$ cat config.mk
export PLATFORM = sky130hd
export DESIGN_NAME = i2c_bit_level_master
export DESIGN_NICKNAME = d
export VERILOG_FILES = /design/src/rtl/core/i2cbm_pkg.sv /design/src/rtl/core/i2c_bit_level_master.sv /design/src/rtl/core/i2cbm_engine.sv
export SDC_FILE = /design/constraint.sdc
export NUM_CORES = 1
export LEC_CHECK = 0
export BUFFER_PORTS_ARGS = -buffer_cell sky130_fd_sc_hd__buf_2
export CAP_MARGIN = 20
export CORE_MARGIN = 2
export CORE_UTILIZATION = 35
export DETAILED_ROUTE_END_ITERATION = 6
export PLACE_DENSITY_LB_ADDON = 0.3
export SLEW_MARGIN = 30
export SYNTH_ARGS = -nofsm -noshare
export SYNTH_HDL_FRONTEND = slang
export SYNTH_SLANG_ARGS = --single-unit
export TNS_END_PERCENT = 50
$ cat constraint.sdc
create_clock -name clk -period 3.6 [get_ports clk]
set_clock_uncertainty 0.2 [all_clocks]
set_input_delay 0.18 -clock clk [delete_from_list [all_inputs] [get_ports clk]]
set_output_delay 0.18 -clock clk [all_outputs]
set_load 0.05 [all_outputs]
$ cat src/rtl/core/i2cbm_pkg.sv
// shared command codes, constants and result type for the i2c bit engine
package i2cbm_pkg;

    localparam logic [2:0] CMD_START = 3'd0;
    localparam logic [2:0] CMD_STOP  = 3'd1;
    localparam logic [2:0] CMD_WRITE = 3'd2;
    localparam logic [2:0] CMD_RDACK = 3'd3;
    localparam logic [2:0] CMD_READ  = 3'd4;
    localparam logic [2:0] CMD_ACK   = 3'd5;
    localparam logic [2:0] CMD_NACK  = 3'd6;

    localparam logic [7:0] PHASE_DELAY_RESET = 8'd100;
    localparam logic [2:0] LAST_BIT          = 3'd7;

    typedef struct packed {
        logic       scl_level;
        logic       sda_level;
        logic       sda_driven;
        logic       busy;
        logic       done;
        logic [7:0] rx_byte;
        logic       nack_seen;
    } res_t;

    // number of scl/sda phases in one pass of a command
    function automatic logic [1:0] phase_count(input logic [2:0] cmd);
        logic [1:0] n;
        case (cmd)
            CMD_STOP, CMD_READ: n = 2'd2;
            CMD_START, CMD_WRITE, CMD_RDACK, CMD_ACK, CMD_NACK: n = 2'd3;
            default: n = 2'd0;
        endcase
        return n;
    endfunction

endpackage

$ cat src/rtl/core/i2c_bit_level_master.sv
// I2C master bit engine: each item is one time-base tick carrying the sampled sda
// level and an optional command (start, stop, write byte, read ack, read byte,
// send ack, send nack). One item is taken per clock cycle while tick_stall is low;
// its result (pin levels, busy, done, last received byte, ack sample) sits in the
// result register in the cycle after the item is taken. The result register is
// the only buffer, so a stall on the result side holds off new ticks only while
// it is full and not being taken. Each scl/sda phase lasts phase_delay ticks, not
// clock cycles (0 acts as 1); a new phase_delay takes effect at the next phase.
module i2c_bit_level_master (
    input  logic       clk,
    input  logic       rst_n,
    input  logic       cfg_we,
    input  logic [7:0] cfg_data,
    input  logic       tick_valid,
    output logic       tick_stall,
    input  logic       cmd_valid,
    input  logic [2:0] command,
    input  logic [7:0] tx_byte,
    input  logic       sda_in,
    output logic       res_valid,
    input  logic       res_stall,
    output logic       scl_level,
    output logic       sda_level,
    output logic       sda_driven,
    output logic       busy_res,
    output logic       done_res,
    output logic [7:0] rx_byte,
    output logic       nack_seen
);
    import i2cbm_pkg::*;

    logic [7:0] phase_delay_reg;
    logic       valid_reg;
    res_t       res_reg;
    res_t       res_next;
    logic       accept;

    assign tick_stall = valid_reg & res_stall;
    assign accept     = tick_valid & ~tick_stall;

    i2cbm_engine u_engine (
        .clk         (clk),
        .rst_n       (rst_n),
        .step        (accept),
        .cmd_valid   (cmd_valid),
        .command     (command),
        .tx_byte     (tx_byte),
        .sda_in      (sda_in),
        .phase_delay (phase_delay_reg),
        .res_next    (res_next)
    );

    always_ff @(posedge clk or negedge rst_n)
    begin
        if (!rst_n)
        begin
            phase_delay_reg <= PHASE_DELAY_RESET;
            valid_reg       <= 1'b0;
        end
        else
        begin
            if (cfg_we)
                phase_delay_reg <= cfg_data;
            if (accept)
                valid_reg <= 1'b1;
            else if (!res_stall)
                valid_reg <= 1'b0;
        end
    end

    always_ff @(posedge clk)
    begin
        if (accept)
            res_reg <= res_next;
    end

    assign res_valid  = valid_reg;
    assign scl_level  = res_reg.scl_level;
    assign sda_level  = res_reg.sda_level;
    assign sda_driven = res_reg.sda_driven;
    assign busy_res   = res_reg.busy;
    assign done_res   = res_reg.done;
    assign rx_byte    = res_reg.rx_byte;
    assign nack_seen  = res_reg.nack_seen;

    a_done_busy: assert property (@(posedge clk) disable iff (!rst_n)
        res_valid && done_res |-> busy_res)
        else $error("done without busy");

    a_accept_shows: assert property (@(posedge clk) disable iff (!rst_n)
        tick_valid && !tick_stall |=> res_valid)
        else $error("taken item has no result");

    a_drain: assert property (@(posedge clk) disable iff (!rst_n)
        res_valid && !res_stall && !tick_valid |=> !res_valid)
        else $error("result repeated");

endmodule

$ cat src/rtl/core/i2cbm_engine.sv
// phase sequencer state and its one-tick next-state logic
module i2cbm_engine (
    input  logic              clk,
    input  logic              rst_n,
    input  logic              step,
    input  logic              cmd_valid,
    input  logic [2:0]        command,
    input  logic [7:0]        tx_byte,
    input  logic              sda_in,
    input  logic [7:0]        phase_delay,
    output i2cbm_pkg::res_t   res_next
);
    import i2cbm_pkg::*;

    logic [2:0] act_reg, act_next;
    logic       run_reg, run_next;
    logic [1:0] ph_reg, ph_next;
    logic [7:0] tc_reg, tc_next;
    logic [2:0] bc_reg, bc_next;
    logic [7:0] sh_reg, sh_next;
    logic       scl_reg, scl_next;
    logic       sda_reg, sda_next;
    logic       dir_reg, dir_next;
    logic       ack_reg, ack_next;
    logic [7:0] rx_reg, rx_next;

    logic       done;
    logic       enter;
    logic [7:0] tc_dec;
    logic [2:0] ph_inc;

    always_comb
    begin
        act_next = act_reg;
        run_next = run_reg;
        ph_next  = ph_reg;
        tc_next  = tc_reg;
        bc_next  = bc_reg;
        sh_next  = sh_reg;
        scl_next = scl_reg;
        sda_next = sda_reg;
        dir_next = dir_reg;
        ack_next = ack_reg;
        rx_next  = rx_reg;
        done     = 1'b0;
        enter    = 1'b0;
        tc_dec   = tc_reg - 8'd1;
        ph_inc   = {1'b0, ph_reg} + 3'd1;

        if (run_reg)
        begin
            tc_next = tc_dec;
            if (tc_dec == 8'd0)
            begin
                // end of phase: samples use this tick's sda
                if (act_reg == CMD_RDACK && ph_reg == 2'd1)
                    ack_next = sda_in;
                if (act_reg == CMD_READ && ph_reg == 2'd0)
                    sh_next = {sh_reg[6:0], sda_in};
                if (act_reg == CMD_ACK && ph_reg == 2'd2)
                    sda_next = 1'b1;
                if (ph_inc < {1'b0, phase_count(act_reg)})
                begin
                    ph_next = ph_inc[1:0];
                    enter   = 1'b1;
                end
                else if (act_reg == CMD_WRITE || act_reg == CMD_READ)
                begin
                    if (bc_reg == LAST_BIT)
                    begin
                        if (act_reg == CMD_READ)
                            rx_next = sh_next;
                        run_next = 1'b0;
                        done     = 1'b1;
                    end
                    else
                    begin
                        bc_next = bc_reg + 3'd1;
                        ph_next = 2'd0;
                        enter   = 1'b1;
                    end
                end
                else
                begin
                    run_next = 1'b0;
                    done     = 1'b1;
                end
            end
        end
        else if (cmd_valid && command <= CMD_NACK)
        begin
            act_next = command;
            run_next = 1'b1;
            ph_next  = 2'd0;
            bc_next  = 3'd0;
            enter    = 1'b1;
            if (command == CMD_WRITE)
            begin
                dir_next = 1'b1;
                sh_next  = tx_byte;
            end
            if (command == CMD_READ)
            begin
                dir_next = 1'b0;
                sh_next  = 8'd0;
            end
        end

        if (enter)
        begin
            case (act_next)
                CMD_START:
                begin
                    if (ph_next == 2'd0)
                    begin
                        dir_next = 1'b1;
                        sda_next = 1'b1;
                        scl_next = 1'b1;
                    end
                    else if (ph_next == 2'd1)
                        sda_next = 1'b0;
                    else
                        scl_next = 1'b0;
                end
                CMD_STOP:
                begin
                    if (ph_next == 2'd0)
                    begin
                        dir_next = 1'b1;
                        sda_next = 1'b0;
                        scl_next = 1'b1;
                    end
                    else
                        sda_next = 1'b1;
                end
                CMD_WRITE:
                begin
                    if (ph_next == 2'd0)
                        sda_next = sh_next[7];
                    else if (ph_next == 2'd1)
                        scl_next = 1'b1;
                    else
                    begin
                        scl_next = 1'b0;
                        // release sda after the eighth bit
                        if (bc_next == LAST_BIT)
                            sda_next = 1'b1;
                        sh_next = {sh_next[6:0], 1'b0};
                    end
                end
                CMD_RDACK:
                begin
                    if (ph_next == 2'd0)
                    begin
                        dir_next = 1'b0;
                        sda_next = 1'b1;
                    end
                    else if (ph_next == 2'd1)
                        scl_next = 1'b1;
                    else
                        scl_next = 1'b0;
                end
                CMD_READ:
                begin
                    scl_next = (ph_next == 2'd0);
                end
                default:
                begin
                    // send ack or nack
                    if (ph_next == 2'd0)
                    begin
                        dir_next = 1'b1;
                        sda_next = (act_next != CMD_ACK);
                    end
                    else if (ph_next == 2'd1)
                        scl_next = 1'b1;
                    else
                        scl_next = 1'b0;
                end
            endcase
            tc_next = (phase_delay == 8'd0) ? 8'd1 : phase_delay;
        end
    end

    always_ff @(posedge clk or negedge rst_n)
    begin
        if (!rst_n)
        begin
            act_reg <= CMD_START;
            run_reg <= 1'b0;
            ph_reg  <= 2'd0;
            tc_reg  <= 8'd0;
            bc_reg  <= 3'd0;
            sh_reg  <= 8'd0;
            scl_reg <= 1'b1;
            sda_reg <= 1'b1;
            dir_reg <= 1'b1;
            ack_reg <= 1'b0;
            rx_reg  <= 8'd0;
        end
        else if (step)
        begin
            act_reg <= act_next;
            run_reg <= run_next;
            ph_reg  <= ph_next;
            tc_reg  <= tc_next;
            bc_reg  <= bc_next;
            sh_reg  <= sh_next;
            scl_reg <= scl_next;
            sda_reg <= sda_next;
            dir_reg <= dir_next;
            ack_reg <= ack_next;
            rx_reg  <= rx_next;
        end
    end

    always_comb
    begin
        res_next.scl_level  = scl_next;
        res_next.sda_level  = sda_next;
        res_next.sda_driven = dir_next;
        res_next.busy       = run_next | done;
        res_next.done       = done;
        res_next.rx_byte    = rx_next;
        res_next.nack_seen  = ack_next;
    end

endmodule
* Yosys cells after proc, flatten, opt, wreduce, memory -nomap -nowiden *
Index checks and enable logic that the tools add are counted.

cells by class
  $add $sub $neg = 3
  multiply operators = 0
  divide/modulo/power cells = 0
  magnitude comparators = 2
  equal/unequal tests = 19
  shifts and indexed selects = 0
  muxes and demuxes = 82
  bitwise logic cells = 4
  reduce and logical (&&, ||, !) cells = 16

operators with widths
  operator                                                            count
  8-bit two-way mux                                                   19
  1-bit two-way mux                                                   43
  3-bit two-way mux                                                   8
  3-bit == test, second input constant                                7
  8-bit logical NOT                                                   2
  2-bit two-way mux                                                   8
  3-bit by 2-bit == test with 1-bit output, second input constant     5
  8-bit by 1-bit subtractor with 8-bit output, second input constant  1
  3-bit by 1-bit == test with 1-bit output, second input constant     2
  3-bit logical NOT                                                   2
  1-bit case mux with 5 select lines                                  1
  5-bit OR reduction                                                  1
  2-bit by 1-bit == test with 1-bit output, second input constant     2
  1-bit logical AND                                                   4
  2-bit logical NOT                                                   2
  2-bit case mux with 2 select lines                                  1
  2-bit OR reduction                                                  2
  2-bit by 1-bit adder with 3-bit output, second input constant       1
  3-bit by 1-bit adder with 3-bit output, second input constant       1
  3-bit less-or-equal comparator, second input constant               1
  3-bit by 2-bit < comparator with 1-bit output                       1
  3-bit != test, second input constant                                1
  1-bit case mux with 3 select lines                                  1
  1-bit AND                                                           2
  8 further kinds                                                     8

word-level totals
  register bits = 60
  latch bits = 0
  memory bits (writable) = 0
  bits in read-only memories = 0
  output and inout bits = 16
  logic and storage cells = 146
  memories = 0

* Longest topological paths before layout *
  depth after elaboration = 15
  gate-level depth with buffers = 14
  depth with buffers taken out = 12

* Modules after synthesis *
Synthesis repeated with hierarchy kept, for this count alone.

second synthesis, totals
  cell total of the unflattened synthesis = 377
  area total of the unflattened synthesis = 3749.8 sq um

by module, submodules not included
  module                instances  cells each  area an instance (sq um)  sequential area each (sq um)
  i2cbm_engine          1          342         2947.8                    929.6
  i2c_bit_level_master  1          35          802.0                     649.4

* Worst setup path before layout *
OpenSTA, ideal clock, no wires.

  kind = reg-to-reg
  start point = reg u_engine.act_reg[0]
  end point = reg res_reg (netlist bit sda_level), data pin
  library setup time = 0.261 ns
  arrival = 2.792 ns
  data required time = 3.139 ns
  slack = 0.347 ns
  cell stages (with the launch flop) = 14
  path buffers = 1
  clock period less this slack = 3.253 ns
  cell sequence = dfrtp_1 -> clkbuf_1 -> nand3_1 -> inv_1 -> fa_1 -> nor2b_1 -> or2_2 -> o211ai_1 -> a31o_2 -> o21ai_1 -> a2111oi_2 -> a2111oi_2 -> a211oi_2 -> o21ai_1

RTL lines
  element                 RTL line                    source
  from (decl)             i2cbm_engine.sv:15          logic [2:0] act_reg, act_next;
  from (signal assigned)  i2cbm_engine.sv:203         act_reg <= act_next;
  to (signal assigned)    i2c_bit_level_master.sv:74  res_reg <= res_next;
  to (decl)               i2c_bit_level_master.sv:34  res_t res_reg;

==> metrics <==
largest net degree at the start of global routing=39; syn nets=between 400 and 500; antenna viol nets, final=0; post-CTS setup buffer count=0; port bufs=between 40 and 50; Sw Pwr=approximately 0.00094 W; yosys warns=0; overall routing resource usage=about 17%; Max Buffers Root-to-Sink=2; top post-synthesis cells by area=dfrtp_1 27%, edfxtp_1 12%, nand2_1 6.6%; Pwr Total=0.00241 W; area leader, netlist=dfrtp_1; crit-path max cell delay=470 ps; Leakage Power=1.85 nW; Chip Height=approximately 110 um; routed len/inst=15.2 um; Core ar.=between 10000 and 15000 um2; max_cap viols=0; vias in the first global route=3084; sum of buffers and inverters on the critical path=1; Syn Inst Count=404; Crit. End Element=flop; Worst Hold Class=primary input to flop; GRT overflow=0; synthesis-stage register bit count=60; CP Cell Sequence=nand3_1 > inv_1 > fa_1 > nor2b_2 > or2_2 > o211ai_1 > a31o_4 > o21ai_1 > a2111oi_2 > a2111oi_2 > a211oi_2 > o21ai_1; Area Growth Syn to Fin=19.4%; count of cell types in the netlist=56; root buf cell=clkbuf_8; CTS tree=yes; DR DRC count=0; Post-synth EDFFs=14; final hold vios=0; fill cell count=1018; top cell type's share of synthesized area=between 20% and 30%; CP Launch Type=flop; RSZ-0062 raised after global routing=no; final wirelength=a little over 9000 um; hold path depth=2; Avg Cell Area, Syn=approximately 9 um2; Reg clk slew, reported paths=around 80 ps; Clk pwr share=26.1%; Synth top cells by count=64 x nand2_1, 40 x dfrtp_1, 38 x o21ai_0; CP max stage cell=dfrtp_1; Post-synth ARST share=76.7%; Comb pwr share=32.9%; CP top delay family=compound AO/OA/AOI/OAI gates; IO Count=42; status=finished, final reports clean; CP max FO=10; worst r2r path cells=12; Final Max Tran Viols=0; Sink Count=60; Worst Tran Pin Value=slightly below 800 ps; Die Wd=roughly 110 um; Period minus WS final=roughly 3400 ps; first-pass GRT wire length=15100 um; Initial Utilization=35.6%; Via density=roughly 5.4; CP Class=flop to flop; TritonRoute pass-1 iters=4; TNS Setup=0 ps; Tcrit/Tclk final=between 90% and 100%; P_int=~0.0015 W; Worst EP arrival=about 3300 ps; Main synth FF type=dfrtp_1; Worst slew margin=a little under half; highest clock rate=about 0.29 GHz; Crit path required time=between 3000 and 4000 ps; switching portion of total power=38.8%; most frequent cell after synthesis=nand2_1; initial antenna violation count=0; VDD IR max=roughly 0.32 mV; CTS buffer count=9; htree depth=3; Worst-Skew Late Latency=340 ps; Post-Layout Cell Count=between 500 and 600; Vias=3212; final setup fails=0; FP Rows=37; nets=490; detailed-placement wirelength estimate=between 6000 and 7000 um; Iter 0 DRT Violations=283; number of inserted diodes=0; Pwr Density=between 500 and 600 nW/um2; Post-Syn Area=between 3000 and 4000 um2; GPL Wtd Cong=0.880; Seq/Total Area, Yosys=43.4%; Final Util=42.5%; Seq pwr share=approximately two fifths; critical path depth=12; layout cells sized above 1=23.2%; Hold WS=between 30 and 40 ps; dpl cells=~570; Die ar.=11200 um2
metal layers:
metal / track usage [%] / routed length, um / up-vias
met5: 0 / 0 / -
met4: 5.26 / 147 / 0
met3: 3.74 / 460 / 12
met2: 26.0 / 4030 / 87
met1: 23.3 / 4430 / 1530
li1: - / - / 1583
placed cells by master (no fill, tap or decap), types with 5 or more instances in the layout:
master / count
buf_2: 40
inv_1: 15
a21o_1: 6
buf_4: 13
a22oi_1: 10
nor2_1: 23
dfrtp_1: 39
dfstp_2: 6
nor3_1: 13
edfxtp_1: 14
mux2_2: 18
nand2_1: 64
o21ai_0: 38
dlygate4sd3_1: 11
o22ai_1: 5
nand4_1: 6
ha_1: 7
nand3_1: 11
mux2i_1: 10
clkbuf_8: 9
a21oi_1: 30
worst paths after layout:
check / start / endpoint / slack, ps
min reg2reg: u_engine.dir_reg / u_engine.dir_reg / 270
max in group asynchronous: rst_n / phase_delay_reg[5] / 2420
max: u_engine.act_reg[1] / sda_level / 210
max reg2reg: u_engine.act_reg[1] / sda_level / 210
min in group asynchronous: rst_n / u_engine.rx_reg[5] / 160
min: cfg_we / phase_delay_reg[2] / 40
metrics by stage:
stage                     instance area [um2]  worst slack [ps]
final                                    4350               205
after CTS                                4320               174
after detailed placement                 4010               199
after global placement                   4010               276
after floorplan                          3640               347
after global routing                     4350              24.7
repair_timing:
action / in CTS / in global routing
hold buffers: 11 / 0
hold endpoints to repair: 41 / 0
resized for setup: 0 / 4
endpoints found under the setup margin: 0 / 1
logic make-up (layout without fill, tap and decap cells):
logic type	Yosys count	in the layout	synth area share, %
AND/OR/NAND/NOR	138	138	17.6
buffers and inverters	39	95	4.30
multiplexers	28	28	8.32
XOR/XNOR	3	3	0.722
AO/OA/AOI/OAI	128	129	22.8
flip-flops	60	60	43.4
adder cells (fa/ha/maj)	8	8	2.96
power by group through the flow:
stage                     clock network, W  logic [W]  registers, W
after detailed placement                 0   0.000754      0.000997
final                             0.000629   0.000794      0.000988
after global placement                   0   0.000740      0.000988
after CTS                         0.000647   0.000768      0.000985
after floorplan                          0   0.000553      0.000997
after global routing              0.000674   0.000886       0.00101
final cells by class:
type                            instances  area, um2  area share [%]
Sequential cell                        60       1580            36.3
Clock buffer                            9        124            2.85
Inverter                               15       56.3            1.29
Tap cell                              136        170            3.91
Multi-Input combinational cell        306       1930            44.5
Clock inverter                          7       76.3            1.76
Timing Repair Buffer                   64        408            9.38
(Power assumes the default switching activity.)
